[config.mk]
export PLATFORM = sky130hd
export DESIGN_NAME = bitmap_entry_allocator
export DESIGN_NICKNAME = d
export VERILOG_FILES = /design/src/sv/bea_pkg.sv /design/src/sv/bea_ctrl.sv /design/src/sv/bea_dp.sv /design/src/sv/bitmap_entry_allocator.sv
export SDC_FILE = /design/constraint.sdc
export NUM_CORES = 2
export LEC_CHECK = 0
export ABC_AREA = 1
export BUFFER_PORTS_ARGS = -buffer_cell sky130_fd_sc_hd__clkbuf_2
export CORE_MARGIN = 5
export CORE_UTILIZATION = 35
export CTS_CLUSTER_SIZE = 10
export DETAILED_ROUTE_END_ITERATION = 6
export GPL_TIMING_DRIVEN = 0
export SLEW_MARGIN = 20
export SYNTH_ARGS = -nofsm -noshare
export SYNTH_HDL_FRONTEND = slang
export SYNTH_HIERARCHICAL = 1
export SYNTH_SLANG_ARGS = --single-unit
[constraint.sdc]
create_clock -name clk -period 6.4 [get_ports clk]
set_input_delay 0.64 -clock clk [delete_from_list [all_inputs] [get_ports clk]]
set_output_delay 0.64 -clock clk [all_outputs]
set_load 0.02 [all_outputs]
[src/sv/bea_pkg.sv]
// Shared types and constants for the bitmap entry allocator.
`default_nettype none

package bea_pkg;

    localparam int POOL_ENTRIES_DEF = 1024;
    localparam int WORD_BITS_DEF    = 32;

    localparam int PTR_W    = 11;
    localparam int IDX_W    = 10;
    localparam int OP_W     = 2;
    localparam int STATUS_W = 2;
    localparam int CFG_W    = 11;
    localparam int CFG_IDX_W = 1;

    localparam int S_TDATA_W = 16;
    localparam int S_TUSER_W = 2;
    localparam int M_TDATA_W = 32;

    localparam logic [CFG_W-1:0] POOL_SIZE_RST = 11'd1024;
    localparam logic [CFG_W-1:0] RESERVED_RST  = 11'd1;

    typedef enum logic [CFG_IDX_W-1:0] {
        CFG_POOL_SIZE = 1'b0,
        CFG_RESERVED  = 1'b1
    } cfg_idx_t;

    typedef enum logic [OP_W-1:0] {
        OP_ALLOC  = 2'd0,
        OP_FREE   = 2'd1,
        OP_TEST   = 2'd2,
        OP_FORMAT = 2'd3
    } op_t;

    typedef enum logic [STATUS_W-1:0] {
        ST_OK           = 2'd0,
        ST_FULL         = 2'd1,
        ST_RANGE        = 2'd2,
        ST_ALREADY_FREE = 2'd3
    } status_t;

    typedef struct packed {
        logic load;
        logic chk;
        logic div;
        logic rd;
        logic modify;
        logic scan;
        logic clr;
        logic clr_zero;
        logic fin;
    } cmd_t;

    typedef struct packed {
        op_t  op;
        logic reject;
        logic scan_done;
        logic clr_done;
    } sts_t;

endpackage

`default_nettype wire

[src/sv/bea_ctrl.sv]
// Sequencing state machine of the bitmap entry allocator.
`default_nettype none

module bea_ctrl (
    input  wire logic          clk,
    input  wire logic          rst_n,
    input  wire logic          in_valid,
    output logic               in_ready,
    output logic               out_valid,
    input  wire logic          out_ready,
    input  wire bea_pkg::sts_t sts,
    output bea_pkg::cmd_t      cmd
);

    typedef enum logic [8:0] {
        S_INIT  = 9'b000000001,
        S_IDLE  = 9'b000000010,
        S_CHECK = 9'b000000100,
        S_DIV   = 9'b000001000,
        S_READ  = 9'b000010000,
        S_MOD   = 9'b000100000,
        S_SCAN  = 9'b001000000,
        S_CLEAR = 9'b010000000,
        S_FIN   = 9'b100000000
    } state_t;

    state_t state_reg, state_next;
    logic   out_valid_reg, out_valid_next;

    always_comb
    begin
        state_next = state_reg;
        cmd        = '0;
        in_ready   = 1'b0;
        case (state_reg)
            S_INIT:
            begin
                cmd.clr      = 1'b1;
                cmd.clr_zero = 1'b1;
                if (sts.clr_done)
                begin
                    state_next = S_IDLE;
                end
            end
            S_IDLE:
            begin
                in_ready = 1'b1;
                if (in_valid)
                begin
                    cmd.load   = 1'b1;
                    state_next = S_CHECK;
                end
            end
            S_CHECK:
            begin
                cmd.chk = 1'b1;
                if (sts.op == bea_pkg::OP_FORMAT)
                begin
                    state_next = S_CLEAR;
                end
                else if (sts.reject)
                begin
                    state_next = S_FIN;
                end
                else
                begin
                    state_next = S_DIV;
                end
            end
            S_DIV:
            begin
                cmd.div    = 1'b1;
                state_next = S_READ;
            end
            S_READ:
            begin
                cmd.rd     = 1'b1;
                state_next = S_MOD;
            end
            S_MOD:
            begin
                cmd.modify = 1'b1;
                if (sts.op == bea_pkg::OP_ALLOC && !sts.scan_done)
                begin
                    state_next = S_SCAN;
                end
                else
                begin
                    state_next = S_FIN;
                end
            end
            S_SCAN:
            begin
                cmd.scan = 1'b1;
                if (sts.scan_done)
                begin
                    state_next = S_FIN;
                end
            end
            S_CLEAR:
            begin
                cmd.clr = 1'b1;
                if (sts.clr_done)
                begin
                    state_next = S_FIN;
                end
            end
            S_FIN:
            begin
                if (!out_valid_reg || out_ready)
                begin
                    cmd.fin    = 1'b1;
                    state_next = S_IDLE;
                end
            end
            default:
            begin
                state_next = S_INIT;
            end
        endcase
    end

    always_comb
    begin
        out_valid_next = out_valid_reg;
        if (cmd.fin)
        begin
            out_valid_next = 1'b1;
        end
        else if (out_ready)
        begin
            out_valid_next = 1'b0;
        end
    end

    always_ff @(posedge clk or negedge rst_n)
    begin
        if (!rst_n)
        begin
            state_reg     <= S_INIT;
            out_valid_reg <= 1'b0;
        end
        else
        begin
            state_reg     <= state_next;
            out_valid_reg <= out_valid_next;
        end
    end

    assign out_valid = out_valid_reg;

endmodule

`default_nettype wire

[src/sv/bea_dp.sv]
// Datapath of the bitmap entry allocator: bitmap memory, pointer, count and result registers.
`default_nettype none

module bea_dp #(
    parameter int POOL_ENTRIES = bea_pkg::POOL_ENTRIES_DEF,
    parameter int WORD_BITS    = bea_pkg::WORD_BITS_DEF
) (
    input  wire logic                          clk,
    input  wire logic                          rst_n,
    input  wire bea_pkg::cmd_t                 cmd,
    output bea_pkg::sts_t                      sts,
    input  wire logic [bea_pkg::OP_W-1:0]      in_op,
    input  wire logic [bea_pkg::IDX_W-1:0]     in_index,
    input  wire logic                          cfg_we,
    input  wire logic [bea_pkg::CFG_IDX_W-1:0] cfg_index,
    input  wire logic [bea_pkg::CFG_W-1:0]     cfg_data,
    output logic [bea_pkg::PTR_W-1:0]          out_granted,
    output logic [bea_pkg::STATUS_W-1:0]       out_status,
    output logic                               out_bit,
    output logic [bea_pkg::PTR_W-1:0]          out_remaining
);

    localparam int PW        = bea_pkg::PTR_W;
    localparam int MAP_DEPTH = (POOL_ENTRIES + WORD_BITS - 1) / WORD_BITS;
    localparam int AW        = (MAP_DEPTH > 1) ? $clog2(MAP_DEPTH) : 1;
    localparam int BW        = $clog2(WORD_BITS);
    localparam int SPAN_W    = $clog2(MAP_DEPTH * WORD_BITS + WORD_BITS) + 1;
    localparam int BASE_W    = (SPAN_W > PW + 1) ? SPAN_W : PW + 1;
    localparam int SH        = PW + BW + 1;
    localparam int RECIP     = ((1 << SH) + WORD_BITS - 1) / WORD_BITS;
    localparam int RCP_W     = SH + 1;
    localparam int PROD_W    = PW + RCP_W;

    logic [WORD_BITS-1:0] mem [MAP_DEPTH];
    logic [WORD_BITS-1:0] rd_data_reg;
    logic [AW-1:0]        rd_adr;
    logic                 mem_we;
    logic [AW-1:0]        mem_wa;
    logic [WORD_BITS-1:0] mem_wd;

    logic [PW-1:0]  pool_size_reg, pool_size_next;
    logic [PW-1:0]  rsv_reg, rsv_next;
    logic [PW-1:0]  ptr_reg, ptr_next;
    logic [PW-1:0]  free_reg, free_next;
    logic [AW-1:0]  clr_adr_reg, clr_adr_next;

    bea_pkg::op_t            op_reg, op_next;
    logic [bea_pkg::IDX_W-1:0] idx_reg, idx_next;
    logic [PW-1:0]           num_reg, num_next;
    logic [PW-1:0]           q_reg, q_next;
    logic [BASE_W-1:0]       base_reg, base_next;
    logic [BW-1:0]           bit_reg, bit_next;
    logic [AW-1:0]           scan_adr_reg, scan_adr_next;
    logic [BASE_W-1:0]       clr_base_reg, clr_base_next;
    logic [PW-1:0]           r_reg, r_next;
    logic [PW-1:0]           grant_reg, grant_next;
    bea_pkg::status_t        status_reg, status_next;
    logic                    tbit_reg, tbit_next;
    logic [PW-1:0]           o_grant_reg, o_grant_next;
    logic [bea_pkg::STATUS_W-1:0] o_status_reg, o_status_next;
    logic                    o_bit_reg, o_bit_next;
    logic [PW-1:0]           o_free_reg, o_free_next;

    logic [PW-1:0]        size;
    logic [PW-1:0]        r_clip;
    logic                 reject;
    logic [PROD_W-1:0]    recip_prod;
    logic [BASE_W-1:0]    base_prod;
    logic [WORD_BITS-1:0] bit_mask;
    logic [WORD_BITS-1:0] above_mask;
    logic [WORD_BITS-1:0] src;
    logic                 found;
    logic [BW-1:0]        enc;
    logic [BASE_W-1:0]    pos;
    logic                 hit;
    logic                 past;
    logic [WORD_BITS-1:0] clr_word;

    function automatic logic [BW:0] lowest_set(input logic [WORD_BITS-1:0] v);
        logic [BW:0] res;
        res = '0;
        for (int b = WORD_BITS - 1; b >= 0; b--)
        begin
            if (v[b])
            begin
                res = {1'b1, BW'(b)};
            end
        end
        return res;
    endfunction

    always_comb
    begin
        if (int'(pool_size_reg) > POOL_ENTRIES)
        begin
            size = PW'(POOL_ENTRIES);
        end
        else
        begin
            size = pool_size_reg;
        end
        r_clip = (rsv_reg > size) ? size : rsv_reg;
        if (op_reg == bea_pkg::OP_ALLOC)
        begin
            reject = (free_reg == '0) || (ptr_reg >= size);
        end
        else
        begin
            reject = (op_reg != bea_pkg::OP_FORMAT) && ({1'b0, idx_reg} >= size);
        end
    end

    assign recip_prod = PROD_W'(num_reg) * PROD_W'(RECIP);
    assign base_prod  = BASE_W'(q_reg) * BASE_W'(WORD_BITS);
    assign bit_mask   = WORD_BITS'(1) << bit_reg;
    assign above_mask = ({WORD_BITS{1'b1}} << bit_reg) << 1;
    assign src        = cmd.modify ? (~(rd_data_reg | bit_mask) & above_mask) : ~rd_data_reg;
    assign {found, enc} = lowest_set(src);
    assign pos        = base_reg + BASE_W'(enc);
    assign hit        = found && (pos < BASE_W'(size));
    assign past       = (base_reg + BASE_W'(WORD_BITS)) >= BASE_W'(size);

    always_comb
    begin
        for (int b = 0; b < WORD_BITS; b++)
        begin
            clr_word[b] = !cmd.clr_zero && ((clr_base_reg + BASE_W'(b)) < BASE_W'(r_reg));
        end
    end

    always_comb
    begin
        sts.op        = op_reg;
        sts.reject    = reject;
        sts.scan_done = hit || past;
        sts.clr_done  = (clr_adr_reg == AW'(MAP_DEPTH - 1));
    end

    always_comb
    begin
        pool_size_next = pool_size_reg;
        rsv_next       = rsv_reg;
        ptr_next       = ptr_reg;
        free_next      = free_reg;
        clr_adr_next   = clr_adr_reg;
        op_next        = op_reg;
        idx_next       = idx_reg;
        num_next       = num_reg;
        q_next         = q_reg;
        base_next      = base_reg;
        bit_next       = bit_reg;
        scan_adr_next  = scan_adr_reg;
        clr_base_next  = clr_base_reg;
        r_next         = r_reg;
        grant_next     = grant_reg;
        status_next    = status_reg;
        tbit_next      = tbit_reg;
        o_grant_next   = o_grant_reg;
        o_status_next  = o_status_reg;
        o_bit_next     = o_bit_reg;
        o_free_next    = o_free_reg;
        rd_adr         = scan_adr_reg;
        mem_we         = 1'b0;
        mem_wa         = AW'(q_reg);
        mem_wd         = rd_data_reg;

        if (cfg_we)
        begin
            case (bea_pkg::cfg_idx_t'(cfg_index))
                bea_pkg::CFG_POOL_SIZE: pool_size_next = cfg_data;
                bea_pkg::CFG_RESERVED:  rsv_next       = cfg_data;
                default:                pool_size_next = pool_size_reg;
            endcase
        end

        if (cmd.load)
        begin
            op_next     = bea_pkg::op_t'(in_op);
            idx_next    = in_index;
            num_next    = (bea_pkg::op_t'(in_op) == bea_pkg::OP_ALLOC) ? ptr_reg
                                                                     : {1'b0, in_index};
            grant_next  = '0;
            status_next = bea_pkg::ST_OK;
            tbit_next   = 1'b0;
        end

        if (cmd.chk)
        begin
            q_next = PW'(recip_prod >> SH);
            if (op_reg == bea_pkg::OP_FORMAT)
            begin
                r_next        = r_clip;
                free_next     = size - r_clip;
                ptr_next      = r_clip;
                clr_adr_next  = '0;
                clr_base_next = '0;
            end
            else if (reject)
            begin
                status_next = (op_reg == bea_pkg::OP_ALLOC) ? bea_pkg::ST_FULL
                                                            : bea_pkg::ST_RANGE;
            end
        end

        if (cmd.div)
        begin
            base_next = base_prod;
            bit_next  = BW'(BASE_W'(num_reg) - base_prod);
        end

        if (cmd.rd)
        begin
            rd_adr        = AW'(q_reg);
            scan_adr_next = AW'(q_reg) + AW'(1);
        end

        if (cmd.modify || cmd.scan)
        begin
            scan_adr_next = scan_adr_reg + AW'(1);
        end

        if (cmd.modify)
        begin
            case (op_reg)
                bea_pkg::OP_TEST:
                begin
                    tbit_next = |(rd_data_reg & bit_mask);
                end
                bea_pkg::OP_FREE:
                begin
                    if (!(|(rd_data_reg & bit_mask)))
                    begin
                        status_next = bea_pkg::ST_ALREADY_FREE;
                    end
                    else
                    begin
                        mem_we = 1'b1;
                        mem_wd = rd_data_reg & ~bit_mask;
                        if (free_reg < size)
                        begin
                            free_next = free_reg + PW'(1);
                        end
                        if ({1'b0, idx_reg} < ptr_reg)
                        begin
                            ptr_next = {1'b0, idx_reg};
                        end
                    end
                end
                bea_pkg::OP_ALLOC:
                begin
                    mem_we     = 1'b1;
                    mem_wd     = rd_data_reg | bit_mask;
                    grant_next = ptr_reg;
                    free_next  = free_reg - PW'(1);
                end
                default:
                begin
                    tbit_next = tbit_reg;
                end
            endcase
        end

        if ((cmd.modify && op_reg == bea_pkg::OP_ALLOC) || cmd.scan)
        begin
            if (hit)
            begin
                ptr_next = PW'(pos);
            end
            else if (past)
            begin
                ptr_next = size;
            end
            else
            begin
                base_next = base_reg + BASE_W'(WORD_BITS);
            end
        end

        if (cmd.clr)
        begin
            mem_we        = 1'b1;
            mem_wa        = clr_adr_reg;
            mem_wd        = clr_word;
            clr_adr_next  = clr_adr_reg + AW'(1);
            clr_base_next = clr_base_reg + BASE_W'(WORD_BITS);
        end

        if (cmd.fin)
        begin
            o_grant_next  = grant_reg;
            o_status_next = status_reg;
            o_bit_next    = tbit_reg;
            o_free_next   = free_reg;
        end
    end

    always_ff @(posedge clk)
    begin
        if (mem_we)
        begin
            mem[mem_wa] <= mem_wd;
        end
        rd_data_reg <= mem[rd_adr];
    end

    always_ff @(posedge clk or negedge rst_n)
    begin
        if (!rst_n)
        begin
            pool_size_reg <= bea_pkg::POOL_SIZE_RST;
            rsv_reg       <= bea_pkg::RESERVED_RST;
            ptr_reg       <= '0;
            free_reg      <= '0;
            clr_adr_reg   <= '0;
        end
        else
        begin
            pool_size_reg <= pool_size_next;
            rsv_reg       <= rsv_next;
            ptr_reg       <= ptr_next;
            free_reg      <= free_next;
            clr_adr_reg   <= clr_adr_next;
        end
    end

    always_ff @(posedge clk)
    begin
        op_reg       <= op_next;
        idx_reg      <= idx_next;
        num_reg      <= num_next;
        q_reg        <= q_next;
        base_reg     <= base_next;
        bit_reg      <= bit_next;
        scan_adr_reg <= scan_adr_next;
        clr_base_reg <= clr_base_next;
        r_reg        <= r_next;
        grant_reg    <= grant_next;
        status_reg   <= status_next;
        tbit_reg     <= tbit_next;
        o_grant_reg  <= o_grant_next;
        o_status_reg <= o_status_next;
        o_bit_reg    <= o_bit_next;
        o_free_reg   <= o_free_next;
    end

    assign out_granted   = o_grant_reg;
    assign out_status    = o_status_reg;
    assign out_bit       = o_bit_reg;
    assign out_remaining = o_free_reg;

endmodule

`default_nettype wire

[src/sv/bitmap_entry_allocator.sv]
// Top level of the bitmap entry allocator: stream ports, controller and datapath.
//
//   channel   direction  payload
//   s_*       in         tuser: op; tdata: entry_index
//   m_*       out        tdata: granted_index, status, bit_is_set, remaining_free
//   cfg_*     in         register index, write data (0 pool_size, 1 reserved_count)
//
// From the accepting edge to m_tvalid: a rejected beat passes CHECK and FIN; free and test
// pass CHECK, DIV, READ, MOD and FIN. Allocate adds SCAN after MOD, stepping through the
// bitmap words past the granted entry's word; the single bitmap read port sets the pace.
// Format writes every bitmap word once, in CLEAR between CHECK and FIN.
// After reset a clearing pass writes every bitmap word to zero before s_tready.
// s_tready returns once the result is loaded; a result waits there while the next beat runs.
`default_nettype none

module bitmap_entry_allocator #(
    parameter int POOL_ENTRIES = bea_pkg::POOL_ENTRIES_DEF,
    parameter int WORD_BITS    = bea_pkg::WORD_BITS_DEF
) (
    input  wire logic                              clk,
    input  wire logic                              rst_n,
    input  wire logic                              s_tvalid,
    output logic                                   s_tready,
    input  wire logic [bea_pkg::S_TDATA_W-1:0]     s_tdata,   // [9:0] entry_index
    input  wire logic [bea_pkg::S_TUSER_W-1:0]     s_tuser,   // [1:0] op
    output logic                                   m_tvalid,
    input  wire logic                              m_tready,
    output logic [bea_pkg::M_TDATA_W-1:0]          m_tdata,   // [10:0] granted_index,
                                                              // [12:11] status,
                                                              // [13] bit_is_set,
                                                              // [24:14] remaining_free
    input  wire logic                              cfg_we,
    input  wire logic [bea_pkg::CFG_IDX_W-1:0]     cfg_index,
    input  wire logic [bea_pkg::CFG_W-1:0]         cfg_data
);

    localparam int RES_W = 2 * bea_pkg::PTR_W + bea_pkg::STATUS_W + 1;

    bea_pkg::cmd_t cmd;
    bea_pkg::sts_t sts;

    logic [bea_pkg::PTR_W-1:0]    granted;
    logic [bea_pkg::STATUS_W-1:0] status;
    logic                         bit_set;
    logic [bea_pkg::PTR_W-1:0]    remaining;

    bea_ctrl u_ctrl (
        .clk       (clk),
        .rst_n     (rst_n),
        .in_valid  (s_tvalid),
        .in_ready  (s_tready),
        .out_valid (m_tvalid),
        .out_ready (m_tready),
        .sts       (sts),
        .cmd       (cmd)
    );

    bea_dp #(
        .POOL_ENTRIES (POOL_ENTRIES),
        .WORD_BITS    (WORD_BITS)
    ) u_dp (
        .clk           (clk),
        .rst_n         (rst_n),
        .cmd           (cmd),
        .sts           (sts),
        .in_op         (s_tuser),
        .in_index      (s_tdata[bea_pkg::IDX_W-1:0]),
        .cfg_we        (cfg_we),
        .cfg_index     (cfg_index),
        .cfg_data      (cfg_data),
        .out_granted   (granted),
        .out_status    (status),
        .out_bit       (bit_set),
        .out_remaining (remaining)
    );

    assign m_tdata = {{(bea_pkg::M_TDATA_W - RES_W){1'b0}}, remaining, bit_set, status, granted};

endmodule

`default_nettype wire
# ---- After elaboration in Yosys (flattened, before gate mapping)
# Memory sizes are Yosys's and may differ from the RTL's. A register that Yosys moved wholly into a read port is not among the register bits.
# Index checks and enable logic that the tools add are counted.
# W data, S select, Z words.
dict set report word_totals {
  register_bits 172
  ram_bits 1024
  in_bits 35
  output_inout_bits 34
  wordCells 308
  mem_count 1
}
dict set report classes {
  add_sub_neg 41
  n_lt_le_gt_ge 40
  n_eq_ne 20
  shifts 2
  n_mux 113
  bitwise_logic 8
  n_reduce_logical 59
}
# memory depth width read_ports rd_ports_with_merged_regs wr line_no
set mem_list {}
lappend mem_list {u_dp.mem 32 32 1 1 1 bea_dp.sv:34} ;# logic [WORD_BITS-1:0] mem [MAP_DEPTH];
# cell count
set op_table {}
lappend op_table {{$lt A12 B11 Y1} 33}
lappend op_table {{$mux W11} 19}
lappend op_table {{$add A12 B5 Y12 const B} 16}
lappend op_table {{$mux W6} 32}
lappend op_table {{$mux W32} 4}
lappend op_table {{$add A12 B4 Y12 const B} 8}
lappend op_table {{$and A32 B32 Y32} 3}
lappend op_table {{$not A32 Y32} 3}
lappend op_table {{$mux W12} 7}
lappend op_table {{$pmux W9 S9} 1}
lappend op_table {{$mux W9} 8}
lappend op_table {{$pmux W32 S2} 1}
lappend op_table {{$add A12 B3 Y12 const B} 4}
lappend op_table {{$logic_and A1 B1 Y1} 36}
lappend op_table {{$mux W5} 7}
lappend op_table {{$or A32 B32 Y32} 1}
lappend op_table {{$reduce_or A32 Y1} 1}
lappend op_table {{$shl A1 B5 Y32 const A} 1}
lappend op_table {{$shl A32 B5 Y31 const A} 1}
lappend op_table {{$add A12 B2 Y12 const B} 2}
lappend op_table {{$add A12 B6 Y12 const B} 2}
lappend op_table {{$mux W1} 22}
lappend op_table {{$pmux W11 S2} 1}
lappend op_table {{$mux W2} 8}
lappend op_table {{40 further kinds} 62}

# ---- Depth between registers and ports, before layout
dict set report depth {
  word_depth 45
  mapped_depth 55
}

# ---- Hierarchy
# Netlist, hierarchy kept.
# module n_inst cells_each area_per_inst_um2
set by_module_without_submodules {}
lappend by_module_without_submodules {bea_dp 1 4412 52101.2}
lappend by_module_without_submodules {bea_ctrl 1 117 768.2}
lappend by_module_without_submodules {bitmap_entry_allocator 1 9 63.8}

# ---- Least setup slack after synthesis
# Ideal clock, no wire load.
dict set report synth_timing {
  path_type {register to register}
  from {reg u_ctrl.state_reg[0]}
  to {reg u_dp.base_reg[0] (enable)}
  t_arrival_ps 4744
  required_ps 6083
  path_slack_ps 1339
  path_stages_with_launch 49
  path_buffers 2
  cell_sequence {dfstp_2 -> nor2_4 -> nand2_2 -> nor2_4 -> nand2_1 -> inv_1 -> nand2_1 -> clkbuf_1 -> o21bai_1 -> nand3_1 -> nand2_1 -> nand2_1 -> nand2_1 -> nand2_1 -> nand2_1 -> nand2_1 -> nand2_1 -> nand2_1 -> [13 not listed] -> ha_1 -> fa_1 -> a21oi_1 -> o21bai_1 -> a21oi_1 -> nor2_1 -> xor2_1 -> ha_1 -> nand2_1 -> nor2_1 -> a211oi_1 -> nand2_1 -> nand3_1 -> nand2_1 -> nand2_1 -> nand3_2 -> nand3_1 -> buf_2}
}
# element line_no
set synth_lines {}
lappend synth_lines {{start: declaration} bea_ctrl.sv:27} ;# state_t state_reg, state_next;
lappend synth_lines {{start signal: assignment} bea_ctrl.sv:145} ;# state_reg <= state_next;
lappend synth_lines {{end signal: assignment} bea_dp.sv:332} ;# base_reg <= base_next;
lappend synth_lines {{end: declaration} bea_dp.sv:51} ;# logic [BASE_W-1:0] base_reg, base_next;

# ---- Worst setup path after layout
dict set report layout_timing {
  from {reg u_dp.pool_size_reg[4]}
  to {reg u_dp.free_reg[10]}
}
dict set report layout_between {
  elab_chain_cells 11
  word_cells_on_any_way 12
}
# element line_no
set layout_rtl {}
lappend layout_rtl {{start: declaration} bea_dp.sv:41} ;# logic [PW-1:0] pool_size_reg, pool_size_next;
lappend layout_rtl {{start signal: assignment} bea_dp.sv:310} ;# pool_size_reg <= bea_pkg::POOL_SIZE_RST;
lappend layout_rtl {{start signal: assignment} bea_dp.sv:318} ;# pool_size_reg <= pool_size_next;
lappend layout_rtl {{$gt A11 B11 Y1} bea_dp.sv:94} ;# if (int'(pool_size_reg) > POOL_ENTRIES)
lappend layout_rtl {{$mux W11 *} bea_dp.sv:94}
lappend layout_rtl {{$gt A11 B11 Y1} bea_dp.sv:102} ;# r_clip = (rsv_reg > size) ? size : rsv_reg;
lappend layout_rtl {{$mux W11 *} bea_dp.sv:102}
lappend layout_rtl {{net u_dp.r_clip[0]} bea_dp.sv:65} ;# logic [PW-1:0] r_clip;
lappend layout_rtl {{$sub A11 B11 Y11 *} bea_dp.sv:193} ;# free_next = size - r_clip;
lappend layout_rtl {{$mux W11 *} bea_dp.sv:190} ;# if (op_reg == bea_pkg::OP_FORMAT)
lappend layout_rtl {{$mux W11 *} bea_dp.sv:187} ;# if (cmd.chk)
lappend layout_rtl {{$mux W11} bea_dp.sv:239} ;# if (free_reg < size)
lappend layout_rtl {{$mux W11} bea_dp.sv:231} ;# if (!(|(rd_data_reg & bit_mask)))
lappend layout_rtl {{$pmux W11 S2} bea_dp.sv:224} ;# case (op_reg)
lappend layout_rtl {{$mux W11 *} bea_dp.sv:222} ;# if (cmd.modify)
lappend layout_rtl {{net u_dp.free_next[10]} bea_dp.sv:44} ;# logic [PW-1:0] free_reg, free_next;
lappend layout_rtl {{end signal: assignment} bea_dp.sv:321} ;# free_reg <= free_next;
lappend layout_rtl {{end: declaration} bea_dp.sv:44}
# Mark *: on every way through the listed nets, which the timed path passes. The rest lies on a longest branch.
# A chain may end at the register's enable or synchronous reset.

==> run_results.csv <==
group,metric,value,unit
outcome,status,"finished, final reports clean",
floorplan,die_h,399,um
synthesis,ys_warn_count,6,
timing,tightest_slew,1.28,ns
layout,layout.nets,4994,
drt,first_pass_iters,6,
critical_path,arrival,6.65,ns
synthesis,async_flop_share,4.82,%
timing,setup_slack,0.411,ns
power_and_ir_drop,cellPowerDensity,399,mW/mm^2
drt,num_vias,40800,
critical_path,slowest_delay,0.81,ns
synthesis,postSynthAreaPerCell,11.7,sq um
critical_path,critPathLaunch,"u_dp/pool_size_reg[4]$_DFFE_PN0P_",
drt,wl_per_cell,28.2,um
layout,final_cell_mix,"edfxtp_1 (1112), o21ai_0 (701), nor2_1 (680)",
critical_path,crit_path_max_fanout,7,
cts,cts_tree,"done",
grt,grt_usage,23.9,%
run,maxCapViolations,0,
place,place_hpwl,139000,um
place,routabilityCongestion,0.950,
critical_path,reg2reg_depth,30,
critical_path,worst-r2r-setup-slack,0.41,ns
timing,period_needed,5.99,ns
critical_path,setup.worst_path.start_class,"register",
synthesis,ys_types,65,
worst_hold_path,hold_path_class,"in2reg",
critical_path,cp_slowest_cell,"o21ai_0",
layout,drive_gt1_share,9.91,%
cts,clock_sink_count,1223,
grt,grt_start_max_net_pins,34,
timing,relSlewSlack,14.5,%
floorplan,rows,142,
critical_path,cp-endpoint,"u_dp/free_reg[10]$_DFF_PN0_",
synthesis,yosysSeqAreaShare,67.8,%
floorplan,die_w,399,um
drt,drc_errors,0,
power_and_ir_drop,leakagePower,21.7,nW
synthesis,synth_edf_count,1112,
drt,finalWirelength,196000,um
timing,fin_crit_sh,93.6,%
power_and_ir_drop,ir_drop,0.000303,V
drt,drtIter0Drc,5354,
layout,largest_register_ffs,1024,
grt,grt_overflow,0,
cts,clock_path_buffers,3,
grt,grt_pass1_vias,37900,
layout,final_common_cell,"edfxtp_1",
critical_path,r2r_start,"u_dp/pool_size_reg[4]$_DFFE_PN0P_",
place,place_ws,0.136,ns
layout,areaGrowthSynthToFinish,19.2,%
timing,fin_skew,0.0516,ns
floorplan,io-pin-count,69,
critical_path,critPathRequiredTime,7.06,ns
power_and_ir_drop,total_power,0.0252,W
synthesis,synth_seq_cells,1223,
drt,ant_nets,0,
critical_path,critPathKind,"reg2reg",
drt,avgViaCountPerCell,5.88,
synthesis,synth_flop_cell,"edfxtp_1",
floorplan,die_area,0.159,sq mm
critical_path,worstSetupEndpointType,"register",
timing,max_freq,167,MHz
cts,clkTransAtPathRegs,0.06,ns
floorplan,coreArea,0.150,sq mm
cts,cts_max_level,4,
grt,grt_pass1_wl,275000,um
cts,cts_buffers,144,
critical_path,crit_top_cell,"nand2_1",
cts,clock_insertion_delay_worst_skew,0.80,ns
timing,slew_viol_final,0,
synthesis,syn_area,0.0529,sq mm
floorplan,start_util,35.3,%
critical_path,r2r_end,"u_dp/free_reg[10]$_DFF_PN0_",
timing,setup_viol,0,
cts,cts-root-buf,"clkbuf_16",
place,portBuffers,55,
timing,hold_violations,0,
grt,antenna_found_initial,8,
synthesis,synth_cells,4538,
==> synthesized netlist by cell type (all sizes together) (56+ instances only) <==
cell    number  share of area, %
inv        268               1.9
dfrtp       56               2.6
nand2      406               2.9
o22ai       95               1.1
nand3      131               1.3
a31oi       62              0.73
nor2       725               5.3
ha         100               2.4
o211ai      72               1.0
o21ai      728               6.9
edfxtp    1112                63
clkbuf     242               1.7
a21oi       85              0.80
o221ai     193               3.2
==> per-stage QoR <==
| step | instance area (sq um) | std cells | util (%) | hold WS (ns) | TNS, ns |
|---|---|---|---|---|---|
| after floorplan | 53000 | 4544 | - | 0.344 | 0 |
| after global placement | 55800 | 6615 | 37.1 | 0.407 | -756.43 |
| after detailed placement | 58700 | 6718 | 39.1 | 0.406 | 0 |
| after CTS | 63000 | 6932 | 41.9 | 0.0265 | 0 |
| after global routing | 63100 | 6941 | 42.0 | 0.0371 | -0.0187 |
| final | 63100 | 6943 | 42.0 | 0.0712 | 0 |
==> cell type report <==
class                           count  area, sq um
Multi-Input combinational cell   2774        15500
Inverter                          272         1030
Buffer                            275         1110
Tap cell                         2016         2520
Clock buffer                      189         3810
Timing Repair Buffer              167         2790
Clock inverter                     24          413
Sequential cell                  1223        35900
Antenna cell                        3         7.51
Fill cell                       13900        87100
==> worst min-delay path by stage <==
stage	startpoint	endpoint	slack, ns	cells past startpoint
3_3_place_gp	u_dp/num_reg[7]$_DFFE_PP_	u_dp/q_reg[2]$_DFFE_PP_	0.41	0
4_1_cts	s_tuser[1]	u_dp/op_reg[1]$_DFFE_PP_	0.03	1
6_report	s_tuser[1]	u_dp/op_reg[1]$_DFFE_PP_	0.07	1
3_5_place_dp	u_dp/num_reg[7]$_DFFE_PP_	u_dp/q_reg[2]$_DFFE_PP_	0.41	0
5_1_grt	s_tuser[1]	u_dp/op_reg[1]$_DFFE_PP_	0.04	1
2_1_floorplan	rst_n	u_ctrl/out_valid$_DFFE_PN0P_	0.34	0
==> repair_timing <==
item | CTS | global route
hold buffers | 1 | 0
resized for setup | 0 | 13
endpoints found under the hold margin | 24 | 0
setup buffers | 0 | 7
setup endpoints to repair | 0 | 33
==> cell families after synthesis <==
family	share of synthesized area [%]
AND/OR/NAND/NOR	10.1
AO/OA/AOI/OAI	15.0
flip-flops	67.8
other	0.00708
adder cells (fa/ha/maj)	2.44
buffers and inverters	4.01
XOR/XNOR	0.513
multiplexers	0.0402
==> critical path: cells and delay by family (launching register included) <==
family                     cells  cell delay (ns)
adders and majority gates      3             1.11
AOI/OAI and AO/OA              9             2.07
and+or+nand+nor               14             1.56
DFF                            1             0.41
xor gates and xnor gates       1             0.17
buffers and inverters          3             0.58
==> power breakdown <==
group	switching, W	internal, W
clock	0.00328	0.00428
combinational	0.00444	0.00171
sequential	0.000269	0.0112
total	0.00799	0.0172
==> layer usage <==
metal / track usage (%) / routed length [um]
met2: 36.4 / 85600
met3: 6.55 / 25300
met1: 32.1 / 75000
met5: 0 / 13
met4: 10.5 / 9660
(Power assumes the default switching activity.)
